===== src/rtl/core/pa_pkg.sv =====
// Shared types and codes for the primitive assembly block.
`timescale 1ns / 1ps

package pa_pkg;

    localparam int ID_W = 16;

    // Item function codes as they arrive on the input.
    localparam logic [1:0] FUNC_BEGIN  = 2'd0;
    localparam logic [1:0] FUNC_VERTEX = 2'd1;
    localparam logic [1:0] FUNC_END    = 2'd2;

    // Primitive modes carried by a begin word.
    localparam logic [2:0] MODE_POINTS    = 3'd0;
    localparam logic [2:0] MODE_LINES     = 3'd1;
    localparam logic [2:0] MODE_LOOP      = 3'd2;
    localparam logic [2:0] MODE_STRIP     = 3'd3;
    localparam logic [2:0] MODE_TRIS      = 3'd4;
    localparam logic [2:0] MODE_FAN       = 3'd5;
    localparam logic [2:0] MODE_TRI_STRIP = 3'd6;
    localparam logic [2:0] MODE_INVALID   = 3'd7;

    typedef enum logic [1:0] {
        KIND_POINT = 2'd0,
        KIND_LINE  = 2'd1,
        KIND_TRI   = 2'd2,
        KIND_ERR   = 2'd3
    } t_kind;

    // Classified command handed from front to back.
    typedef enum logic [1:0] {
        OP_BEGIN     = 2'd0,
        OP_BEGIN_BAD = 2'd1,
        OP_VERTEX    = 2'd2,
        OP_END       = 2'd3
    } t_op;

    typedef struct packed {
        t_op              op;
        logic [2:0]       mode;
        logic [ID_W-1:0]  id;
    } t_cmd;

endpackage


===== src/rtl/core/pa_front.sv =====
// Front end: classifies incoming words into assembly commands.
`timescale 1ns / 1ps

module pa_front import pa_pkg::*; (
    input  logic [1:0]      i_func,
    input  logic [2:0]      i_mode,
    input  logic [ID_W-1:0] i_vertex_id,
    output logic            o_keep,
    output t_cmd            o_cmd
);

    always_comb begin
        o_keep      = 1'b1;
        o_cmd.mode  = i_mode;
        o_cmd.id    = i_vertex_id;
        o_cmd.op    = OP_VERTEX;
        case (i_func)
            FUNC_BEGIN: begin
                // an invalid mode is an error whatever the batch state
                o_cmd.op = (i_mode == MODE_INVALID) ? OP_BEGIN_BAD : OP_BEGIN;
            end
            FUNC_VERTEX: o_cmd.op = OP_VERTEX;
            FUNC_END:    o_cmd.op = OP_END;
            default: begin
                // unused function code: drop the word
                o_keep = 1'b0;
            end
        endcase
    end

endmodule


===== src/rtl/core/pa_fifo.sv =====
// Short command queue between front and back.
`timescale 1ns / 1ps

module pa_fifo import pa_pkg::*; #(
    parameter int DEPTH = 2
) (
    input  logic i_clk,
    input  logic i_rst_n,
    input  logic i_wr,
    input  t_cmd i_wdata,
    output logic o_full,
    input  logic i_rd,
    output logic o_valid,
    output t_cmd o_rdata
);

    localparam int AW = (DEPTH > 1) ? $clog2(DEPTH) : 1;
    localparam int CW = $clog2(DEPTH + 1);

    t_cmd            r_mem [DEPTH];
    logic [AW-1:0]   r_wptr, r_rptr;
    logic [CW-1:0]   r_count;
    logic            wr_en, rd_en;

    assign o_full  = (r_count == CW'(DEPTH));
    assign o_valid = (r_count != '0);
    assign wr_en   = i_wr && !o_full;
    assign rd_en   = i_rd && o_valid;
    assign o_rdata = r_mem[r_rptr];

    always_ff @(posedge i_clk) begin
        if (wr_en) begin
            r_mem[r_wptr] <= i_wdata;
        end
    end

    always_ff @(posedge i_clk) begin
        if (!i_rst_n) begin
            r_wptr  <= '0;
            r_rptr  <= '0;
            r_count <= '0;
        end else begin
            if (wr_en) begin
                r_wptr <= (r_wptr == AW'(DEPTH - 1)) ? '0 : r_wptr + 1'b1;
            end
            if (rd_en) begin
                r_rptr <= (r_rptr == AW'(DEPTH - 1)) ? '0 : r_rptr + 1'b1;
            end
            if (wr_en && !rd_en) begin
                r_count <= r_count + 1'b1;
            end else if (rd_en && !wr_en) begin
                r_count <= r_count - 1'b1;
            end
        end
    end

endmodule


===== src/rtl/core/pa_back.sv =====
// Back end: batch state, vertex slots and the result register.
`timescale 1ns / 1ps

module pa_back import pa_pkg::*; #(
    parameter int ID_BITS = 16
) (
    input  logic            i_clk,
    input  logic            i_rst_n,
    input  logic            i_cmd_valid,
    input  t_cmd            i_cmd,
    output logic            o_cmd_take,
    output logic            o_empty,
    input  logic            i_pop,
    output logic [1:0]      o_prim_kind,
    output logic [ID_W-1:0] o_first_id,
    output logic [ID_W-1:0] o_second_id,
    output logic [ID_W-1:0] o_third_id
);

    localparam int SW = (ID_BITS < ID_W) ? ID_BITS : ID_W;

    localparam logic [1:0] PHASE_IDLE = 2'd0;
    localparam logic [1:0] PHASE_ONE  = 2'd1;
    localparam logic [1:0] PHASE_EVEN = 2'd2;
    localparam logic [1:0] PHASE_ODD  = 2'd3;

    logic            r_active, n_active;
    logic [2:0]      r_mode, n_mode;
    logic [1:0]      r_phase, n_phase;
    logic [1:0]      r_ptr, n_ptr;
    logic [SW-1:0]   r_slots [3];
    logic [SW-1:0]   n_slots [3];
    logic [SW-1:0]   w [3];
    logic [SW-1:0]   vid;

    logic            r_out_valid;
    t_kind           r_kind, n_kind;
    logic [ID_W-1:0] r_a, r_b, r_c, n_a, n_b, n_c;
    logic            n_res;

    logic            fire;
    logic [1:0]      p, p1, prev, prev2, last, last_idx;

    assign o_cmd_take  = i_cmd_valid && (!r_out_valid || i_pop);
    assign fire        = o_cmd_take;
    assign o_empty     = !r_out_valid;
    assign o_prim_kind = r_kind;
    assign o_first_id  = r_a;
    assign o_second_id = r_b;
    assign o_third_id  = r_c;

    assign vid      = i_cmd.id[SW-1:0];
    assign p        = (r_ptr == 2'd3) ? 2'd0 : r_ptr;
    assign p1       = p + 2'd1;
    assign prev     = (p == 2'd0) ? 2'd2 : p - 2'd1;
    assign prev2    = (p == 2'd2) ? 2'd0 : p + 2'd1;
    assign last     = 2'd3 - r_ptr;
    assign last_idx = (last == 2'd3) ? 2'd0 : last;

    always_comb begin
        for (int i = 0; i < 3; i++) begin
            w[i] = (2'(i) == p) ? vid : r_slots[i];
        end
    end

    always_comb begin
        n_active = r_active;
        n_mode   = r_mode;
        n_phase  = r_phase;
        n_ptr    = r_ptr;
        n_slots  = r_slots;
        n_res    = 1'b0;
        n_kind   = KIND_ERR;
        n_a      = '0;
        n_b      = '0;
        n_c      = '0;
        case (i_cmd.op)
            OP_BEGIN: begin
                if (r_active) begin
                    n_res = 1'b1;
                end else begin
                    n_active = 1'b1;
                    n_mode   = i_cmd.mode;
                    n_phase  = PHASE_IDLE;
                    n_ptr    = 2'd0;
                end
            end
            OP_BEGIN_BAD: n_res = 1'b1;
            OP_END: begin
                if (!r_active) begin
                    n_res = 1'b1;
                end else begin
                    // close the loop back to the first vertex
                    if (r_mode == MODE_LOOP && r_phase == PHASE_EVEN) begin
                        n_res  = 1'b1;
                        n_kind = KIND_LINE;
                        n_a    = ID_W'(r_slots[last_idx]);
                        n_b    = ID_W'(r_slots[0]);
                    end
                    n_active = 1'b0;
                end
            end
            OP_VERTEX: begin
                if (r_active) begin
                    if (r_mode != MODE_POINTS) begin
                        n_slots[p] = vid;
                    end
                    case (r_mode)
                        MODE_POINTS: begin
                            n_slots[0] = vid;
                            n_res      = 1'b1;
                            n_kind     = KIND_POINT;
                            n_a        = ID_W'(vid);
                        end
                        MODE_LINES: begin
                            n_ptr = p1;
                            if (p1 >= 2'd2) begin
                                n_res  = 1'b1;
                                n_kind = KIND_LINE;
                                n_a    = ID_W'(w[0]);
                                n_b    = ID_W'(w[1]);
                                n_ptr  = 2'd0;
                            end
                        end
                        MODE_LOOP: begin
                            if (r_phase == PHASE_EVEN) begin
                                n_res  = 1'b1;
                                n_kind = KIND_LINE;
                                n_a    = ID_W'(p1[0] ? w[1] : w[2]);
                                n_b    = ID_W'(p1[0] ? w[2] : w[1]);
                            end else if (r_phase == PHASE_ONE) begin
                                n_res   = 1'b1;
                                n_kind  = KIND_LINE;
                                n_a     = ID_W'(w[0]);
                                n_b     = ID_W'(w[1]);
                                n_phase = PHASE_EVEN;
                            end else begin
                                n_phase = PHASE_ONE;
                            end
                            // slot 0 keeps the first vertex for the closing line
                            n_ptr = (p1 == 2'd3) ? 2'd1 : p1;
                        end
                        MODE_STRIP: begin
                            if (r_phase != PHASE_IDLE) begin
                                n_res  = 1'b1;
                                n_kind = KIND_LINE;
                                n_a    = ID_W'(p1[0] ? w[1] : w[0]);
                                n_b    = ID_W'(p1[0] ? w[0] : w[1]);
                            end else begin
                                n_phase = PHASE_ONE;
                            end
                            n_ptr = (p1 >= 2'd2) ? 2'd0 : p1;
                        end
                        MODE_TRIS: begin
                            n_ptr = p1;
                            if (p1 == 2'd3) begin
                                n_res  = 1'b1;
                                n_kind = KIND_TRI;
                                n_a    = ID_W'(w[0]);
                                n_b    = ID_W'(w[1]);
                                n_c    = ID_W'(w[2]);
                                n_ptr  = 2'd0;
                            end
                        end
                        MODE_FAN, MODE_TRI_STRIP: begin
                            // alternate order between phases to keep the winding
                            if (r_phase == PHASE_ODD) begin
                                n_res   = 1'b1;
                                n_kind  = KIND_TRI;
                                n_a     = ID_W'(r_slots[prev]);
                                n_b     = ID_W'(r_slots[prev2]);
                                n_c     = ID_W'(vid);
                                n_phase = PHASE_EVEN;
                            end else if (r_phase == PHASE_EVEN) begin
                                n_res   = 1'b1;
                                n_kind  = KIND_TRI;
                                n_a     = ID_W'(r_slots[prev2]);
                                n_b     = ID_W'(r_slots[prev]);
                                n_c     = ID_W'(vid);
                                n_phase = PHASE_ODD;
                            end else begin
                                n_phase = r_phase + 2'd1;
                            end
                            if (p1 == 2'd3) begin
                                n_ptr = (r_mode == MODE_FAN) ? 2'd1 : 2'd0;
                            end else begin
                                n_ptr = p1;
                            end
                        end
                        default: n_res = 1'b0;
                    endcase
                end
            end
            default: n_res = 1'b0;
        endcase
    end

    always_ff @(posedge i_clk) begin
        if (fire) begin
            r_slots <= n_slots;
        end
        if (fire && n_res) begin
            r_kind <= n_kind;
            r_a    <= n_a;
            r_b    <= n_b;
            r_c    <= n_c;
        end
    end

    always_ff @(posedge i_clk) begin
        if (!i_rst_n) begin
            r_active    <= 1'b0;
            r_mode      <= MODE_POINTS;
            r_phase     <= PHASE_IDLE;
            r_ptr       <= 2'd0;
            r_out_valid <= 1'b0;
        end else begin
            if (fire) begin
                r_active <= n_active;
                r_mode   <= n_mode;
                r_phase  <= n_phase;
                r_ptr    <= n_ptr;
            end
            // hold the result until popped, refill in the same cycle
            if (fire && n_res) begin
                r_out_valid <= 1'b1;
            end else if (i_pop) begin
                r_out_valid <= 1'b0;
            end
        end
    end

endmodule


===== src/rtl/core/primitive_assembly_top.sv =====
// Top level of the primitive assembly block.
//
//  channel  | handshake         | word
//  ---------+-------------------+------------------------------------------
//  input    | i_push / o_full   | i_func, i_mode, i_vertex_id
//  result   | o_empty / i_pop   | o_prim_kind, o_first_id, o_second_id,
//           |                   | o_third_id
//
// One word is taken per cycle while o_full is low. A word is written into the
// command queue; the back end takes it from the queue head and registers any
// result in the result register, from which it can be popped. The back end retires
// one command per cycle while the result register is free or being popped.
// Reset is synchronous and active low; it closes any batch and empties the
// queue and result register. A stalled result stops the back end, and the
// queue raises o_full once QUEUE_DEPTH commands wait.
`timescale 1ns / 1ps

module primitive_assembly_top import pa_pkg::*; #(
    parameter int ID_BITS     = 16,
    parameter int QUEUE_DEPTH = 2
) (
    input  logic            i_clk,
    input  logic            i_rst_n,
    input  logic            i_push,
    output logic            o_full,
    input  logic [1:0]      i_func,
    input  logic [2:0]      i_mode,
    input  logic [ID_W-1:0] i_vertex_id,
    output logic            o_empty,
    input  logic            i_pop,
    output logic [1:0]      o_prim_kind,
    output logic [ID_W-1:0] o_first_id,
    output logic [ID_W-1:0] o_second_id,
    output logic [ID_W-1:0] o_third_id
);

    t_cmd  front_cmd, queue_cmd;
    logic  front_keep;
    logic  queue_valid, cmd_take;

    pa_front u_front (
        .i_func      (i_func),
        .i_mode      (i_mode),
        .i_vertex_id (i_vertex_id),
        .o_keep      (front_keep),
        .o_cmd       (front_cmd)
    );

    pa_fifo #(
        .DEPTH (QUEUE_DEPTH)
    ) u_fifo (
        .i_clk   (i_clk),
        .i_rst_n (i_rst_n),
        .i_wr    (i_push && front_keep),
        .i_wdata (front_cmd),
        .o_full  (o_full),
        .i_rd    (cmd_take),
        .o_valid (queue_valid),
        .o_rdata (queue_cmd)
    );

    pa_back #(
        .ID_BITS (ID_BITS)
    ) u_back (
        .i_clk       (i_clk),
        .i_rst_n     (i_rst_n),
        .i_cmd_valid (queue_valid),
        .i_cmd       (queue_cmd),
        .o_cmd_take  (cmd_take),
        .o_empty     (o_empty),
        .i_pop       (i_pop),
        .o_prim_kind (o_prim_kind),
        .o_first_id  (o_first_id),
        .o_second_id (o_second_id),
        .o_third_id  (o_third_id)
    );

endmodule


===== config.mk =====
export PLATFORM = sky130hd
export DESIGN_NAME = primitive_assembly_top
export DESIGN_NICKNAME = d
export VERILOG_FILES = /design/src/rtl/core/pa_pkg.sv /design/src/rtl/core/pa_front.sv /design/src/rtl/core/pa_fifo.sv /design/src/rtl/core/pa_back.sv /design/src/rtl/core/primitive_assembly_top.sv
export SDC_FILE = /design/constraint.sdc
export NUM_CORES = 1
export LEC_CHECK = 0
export ABC_AREA = 1
export BUFFER_PORTS_ARGS = -buffer_cell sky130_fd_sc_hd__buf_2
export CAP_MARGIN = 0
export CORE_ASPECT_RATIO = 0.8
export CORE_MARGIN = 1
export CORE_UTILIZATION = 50
export CTS_CLUSTER_DIAMETER = 120
export CTS_CLUSTER_SIZE = 14
export DETAILED_ROUTE_END_ITERATION = 12
export MAX_ROUTING_LAYER = met4
export PLACE_DENSITY = 0.68
export SETUP_SLACK_MARGIN = 0.5
export SLEW_MARGIN = 5
export SYNTH_ARGS = -nofsm -noshare
export SYNTH_HDL_FRONTEND = slang
export SYNTH_HIERARCHICAL = 1
export SYNTH_SLANG_ARGS = --single-unit
export TNS_END_PERCENT = 20

===== constraint.sdc =====
create_clock -name i_clk -period 4.8 [get_ports i_clk]
set_input_delay 0.48 -clock i_clk [delete_from_list [all_inputs] [get_ports i_clk]]
set_output_delay 0.48 -clock i_clk [all_outputs]
set_load 0.02 [all_outputs]

# [Yosys cells after proc, flatten, opt, wreduce, memory -nomap -nowiden]
# Memories as Yosys holds them, arrays and structs flattened. A register that Yosys moved wholly into a read port is not among the register bits.
# Cells that the tools add are included.
[totals] output_inout_bits=52 in_bits=25 n_memories=1 mem_bits_rw=42 elab_cells=208 regBits=111
[memory_table] name="u_fifo.r_mem" words=2 word_bits=21 read_ports=1 rd_ports_with_merged_regs=1 wr=1 line="pa_fifo.sv:20" text="t_cmd r_mem [DEPTH];"
[classes] n_eq_ne=28 n_lt_le_gt_ge=6 n_bitwise=5 mux=109 n_reduce_logical=36 addsub=8
[op_table] operator="$mux 16" n=38
[op_table] operator="$bmux 16 s2" n=3
[op_table] operator="$pmux 16 s2" n=3
[op_table] operator="$pmux 16 s6" n=1
[op_table] operator="$pmux 16 s5" n=1
[op_table] operator="$mux 2" n=26
[op_table] operator="$bwmux 48" n=1
[op_table] operator="$mux 48" n=1
[op_table] operator="$demux 16 s2" n=1
[op_table] operator="$mux 1" n=24
[op_table] operator="$eq 2x2->1 const B" n=10
[op_table] operator="$pmux 2 s2" n=4
[op_table] operator="$reduce_bool 2->1" n=7
[op_table] operator="$eq 3x3->1 const B" n=4
[op_table] operator="$ge 3x3->1 const B" n=4
[op_table] operator="$not 2->3" n=4
[op_table] operator="$pmux 2 s6" n=1
[op_table] operator="$logic_and 1x1->1" n=9
[op_table] operator="$pmux 2 s4" n=1
[op_table] operator="$reduce_and 4->1" n=2
[op_table] operator="$reduce_and 7->1" n=1
[op_table] operator="$add 2x1->2 const B" n=3
[op_table] operator="$eq 2x1->1 const B" n=3
[op_table] operator="$eq 3x2->1 const B" n=2
[op_table] operator="other kinds (28)" n=38

# [Logic depth before layout (Yosys ltp)]
[logic_depth] depth_word=13 ltp_mapped=14 mapped_depth_nobuf=13

# [By module]
# Netlist, hierarchy kept.
[modules_own_cells] mod="pa_back" n_inst=1 seq_area_each_um2=3123.0 area_per_inst_um2=7896.3 cells_per_inst=1103
[modules_own_cells] mod="pa_fifo" n_inst=1 seq_area_each_um2=1361.3 area_per_inst_um2=1843.0 cells_per_inst=102
[modules_own_cells] mod="pa_front" n_inst=1 seq_area_each_um2=0.0 area_per_inst_um2=185.2 cells_per_inst=29
[modules_own_cells] mod="primitive_assembly_top" n_inst=1 seq_area_each_um2=0.0 area_per_inst_um2=7.5 cells_per_inst=2

# [Worst setup path before layout]
# Ideal clock, no wire load.
[synth_timing] kind="register -> register" startpoint="register (tool-made name)" endpoint="register u_back.r_a[0] (netlist: u_back/o_first_id[0]), enable pin" setup_ns=0.404 synth_period_minus_slack_ns=3.164 path_buffers=1 setup_slack_ns=1.636 required_time_ns=4.396 arrival_time_ns=2.759 stages_incl_launch_ff=15 cell_sequence="dfxtp_1 -> buf_6 -> mux2_4 -> inv_1 -> ha_1 -> nand2_1 -> inv_1 -> nand2_1 -> inv_2 -> nand2_1 -> nand2_1 -> nand2_1 -> nand2_1 -> nand2_1 -> inv_1"
[synth_lines] element="end signal: assignment" line="pa_back.sv:204" text="r_a <= n_a;"
[synth_lines] element="end: declaration" line="pa_back.sv:38" text="logic [ID_W-1:0] r_a, r_b, r_c, n_a, n_b, n_c;"

# [Final worst setup path]
[layout_timing] startpoint="register u_back.r_ptr[0]" endpoint="register u_back.r_b[13] (netlist: u_back/o_second_id[13]), enable pin"
[layout_between] elab_chain_cells=9 elab_cells_between_ends=11 cone_classes="add/sub (1); order compare (1); eq/ne (2); mux (6); reduce/logical (1)"
[layout_rtl] element="start: declaration" line="pa_back.sv:30" text="logic [1:0] r_ptr, n_ptr;"
[layout_rtl] element="start signal: assignment" line="pa_back.sv:222" text="r_ptr <= n_ptr;"
[layout_rtl] element="$eq 2x2->1" line="pa_back.sv:53" text="assign p = (r_ptr == 2'd3) ? 2'd0 : r_ptr;"
[layout_rtl] element="$mux 2 *" line="pa_back.sv:53"
[layout_rtl] element="$add 2x1->2 *" line="pa_back.sv:54" text="assign p1 = p + 2'd1;"
[layout_rtl] element="$ge 2x2->1 or $eq 2x2->1 (tied branches)" line="pa_back.sv:117, pa_back.sv:156"
[layout_rtl] element="$mux 1 (on tied branches)" line="pa_back.sv:117, pa_back.sv:156"
[layout_rtl] element="$pmux 1 s6 *" line="pa_back.sv:108" text="case (r_mode)"
[layout_rtl] element="$mux 1 *" line="pa_back.sv:104" text="if (r_active) begin"
[layout_rtl] element="$pmux 1 s4 *" line="pa_back.sv:77" text="case (i_cmd.op)"
[layout_rtl] element="$logic_and 1x1->1 *" line="pa_back.sv:202" text="if (fire && n_res) begin"
[layout_rtl] element="end signal: assignment" line="pa_back.sv:205" text="r_b <= n_b;"
[layout_rtl] element="end: declaration" line="pa_back.sv:38"
# Mark *: on every way between the ends. The rest lies on a longest branch, timed or not.
# A chain may end at the register's enable or synchronous reset.

==> impl_metrics.tcl <==
set metrics [dict create \
    cts_max_level 4 \
    layout_worst_path_cycle_share 0.705 \
    layout_utilization 0.567 \
    wire_length_of_the_first_global_routing_pass_mm 45.9 \
    status "finished clean" \
    core_um2 19200 \
    nNetsFinal 1300 \
    irDropWorstVdd_mv 0.264 \
    yosys.cell_count.top_type "sky130_fd_sc_hd__nand2_1" \
    routabilityCongestion 0.937 \
    dominantRegCellSynth "sky130_fd_sc_hd__edfxtp_1" \
    setup_total_negative_slack_ns 0 \
    power.density_nw_per_um2 437 \
    synth_commonest_cells "sky130_fd_sc_hd__nand2_1 (359), sky130_fd_sc_hd__edfxtp_1 (140), sky130_fd_sc_hd__inv_1 (106)" \
    synth_edf_count 140 \
    max-cap-violations 0 \
    timing.critical_path.to_type "register" \
    drv_slew 0 \
    grt.total_usage 0.304 \
    initial_core_util 0.517 \
    final_antenna_net_count 0 \
    areaGrowthSynthToFinish_pct 9.70 \
    grt_pass1_vias 8344 \
    max_clock_freq_mhz 295 \
    pre_cts_ws_ns 1.46 \
    cp.arrival_ns 3.52 \
    timing_worst_setup_path_type "register to register" \
    hold_ws_ns 0.227 \
    finalCriticalPeriod_ns 3.39 \
    detailed_place_hpwl_mm 18.9 \
    first_pass_iters 8 \
    critical_path.startpoint_type "register" \
    synth_largest_type_area_fraction 0.423 \
    synth_fp_nets 1273 \
    async_flop_share 0 \
    grt_start_max_net_pins 44 \
    synth.avg_cell_area_um2 8.04 \
    cts_repair_resize_count 0 \
    viasPerCell 5.97 \
    io_pins 77 \
    total_power_mw 4.77 \
    netlist-cell-type-count 44 \
    die_area_um2 20400 \
    rsz0062_at_grt "false" \
    detailroute.via_count 9152 \
    cts.root.buffer_cell "sky130_fd_sc_hd__clkbuf_16" \
    leakagePower_nw 4.41 \
    synth.yosys.warnings 6 \
    worst_setup_hold_path_clk_slew_ns 0.07 \
    fillCellCount 1724 \
    final_layout_size_suffix_gt1_frac 0.154 \
    detailed_route_wire_length_per_cell_um 19.5 \
    worst_skew_pair.late_latency_ns 0.44 \
    route.detailed.drc 0 \
    ctsHoldBuffers 0 \
    cts.repair_timing.setup_buffer_count 0 \
    syn_inst_count 1236 \
    finalWorstSetupSlack_ns 1.41 \
    hp-class "input pin to register" \
    setup_violations 0 \
    cts_tree "built" \
    timing_worst_slew_pin_value_ns 1.12 \
    cts_buffer_depth 2 \
    clock_sinks 154 \
    grt_overflow 0 \
    synth.yosys.seq_area_share 0.451 \
    tritoncts.num_buffers 17 \
    relSlewSlack 0.249 \
    num_rows 45 \
    drt_iter0_drc 1219 \
    antennaDiodeCount 0 \
    fp.dieW_um 160 \
    grt_antenna_before_repair 0 \
    synth.largest_area_cell "sky130_fd_sc_hd__edfxtp_1" \
    port_buffers 76 \
    synth_top_cells_by_area "sky130_fd_sc_hd__edfxtp_1 (42%), sky130_fd_sc_hd__nand2_1 (14%), sky130_fd_sc_hd__o21ai_0 (5.0%)" \
    synth.ff_latch_count 154 \
    synthesis.area_um2 9930 \
    finalClockSkew_ns 0.0139 \
    finalHoldViolCount 0 \
    detail_route.wirelength_mm 30.0 \
    chipHeight_um 128 \
    path_max_fanout 27 \
    critPathRequiredTime_ns 4.93 \
]
-- critical path, cell delays in order, from the launching register on --
cell and delay, ns:
sky130_fd_sc_hd__dfxtp_1 0.39, sky130_fd_sc_hd__inv_1 0.08, sky130_fd_sc_hd__ha_1 0.65, sky130_fd_sc_hd__inv_2 0.18, sky130_fd_sc_hd__nand4_2 0.32, sky130_fd_sc_hd__nand2_4 0.30, sky130_fd_sc_hd__nor2_1 0.06, sky130_fd_sc_hd__nand2_1 0.07
sky130_fd_sc_hd__nand2_1 0.05, sky130_fd_sc_hd__nand2_1 0.07, sky130_fd_sc_hd__nand2_1 0.05, sky130_fd_sc_hd__nand2_1 0.05, sky130_fd_sc_hd__nand2_1 0.08, sky130_fd_sc_hd__inv_2 0.44, sky130_fd_sc_hd__buf_12 0.27
-- layout by cell type (no fill, tap or decap), drive strengths merged --
cell,instances
a211oi,6
inv,137
a21oi,75
a22oi,21
edfxtp,140
nor3,6
or2,3
clkbuf,18
dfxtp,14
o211ai,4
o21a,1
ha,12
o22ai,12
clkinv,1
nand2,367
o21ai,121
nand4,7
nand3,75
o2111ai,20
nor2,87
o21bai,23
a21boi,4
clkinvlp,2
mux2,21
o221ai,5
buf,92
o311ai,1
o31ai,1
-- where the power goes --
group | internal, mW | total [mW] | switching [mW]
clock | 0.697 | 1.33 | 0.633
combinational | 0.499 | 1.60 | 1.10
sequential | 1.74 | 1.83 | 0.0960
-- final timing paths --
kind,depth (start not counted),slack [ns],endpoint,from
max reg2reg,14,1.41,u_back/o_second_id[13],u_back/r_ptr[0]
min,1,0.23,u_fifo/r_mem[0][0],i_vertex_id[0]
max,14,1.41,u_back/o_second_id[13],u_back/r_ptr[0]
min reg2reg,2,0.51,u_fifo/r_rptr,u_fifo/r_rptr
-- sequential cells by signal, indices dropped and copies added (netlist names), named ones only --
signal	flops
u_back/r_slots	48
u_fifo/r_mem	42
u_back/o_first_id	16
u_back/o_second_id	16
u_back/o_third_id	16
u_back/r_mode	3
u_back/o_prim_kind	2
u_back/r_phase	2
u_back/r_ptr	2
u_fifo/r_count	2
u_back/r_active	1
u_back/r_out_valid	1
u_fifo/r_rptr	1
u_fifo/r_wptr	1
-- per-stage QoR --
stage          area [µm²]  cells
3_3_place_gp        10300   1502
5_1_grt             10900   1534
3_5_place_dp        10300   1502
2_1_floorplan        9930   1236
6_report            10900   1534
4_1_cts             10900   1534
-- final cells by class --
type	instances	area [µm²]	area share
Multi-Input combinational cell	872	4520	0.415
Sequential cell	154	4480	0.412
Timing Repair Buffer	92	513	0.0471
Inverter	126	483	0.0443
Clock buffer	18	429	0.0394
Tap cell	258	323	0.0296
Clock inverter	14	145	0.0133
-- metal layers --
metal | wire, µm | track usage | up-vias
li1 | - | - | 4261
met1 | 12800 | 0.417 | 4173
met2 | 12700 | 0.444 | 635
met3 | 3680 | 0.0602 | 83
met4 | 856 | 0.119 | 0
met5 | 0 | - | -
-- cell families after synthesis --
family                   share of synthesized area
multiplexers                                0.0314
AND/OR/NAND/NOR                              0.231
flip-flops                                   0.451
adder cells (fa/ha/maj)                     0.0151
AO/OA/AOI/OAI                                0.176
buffers and inverters                       0.0949
(Power assumes the default switching activity.)
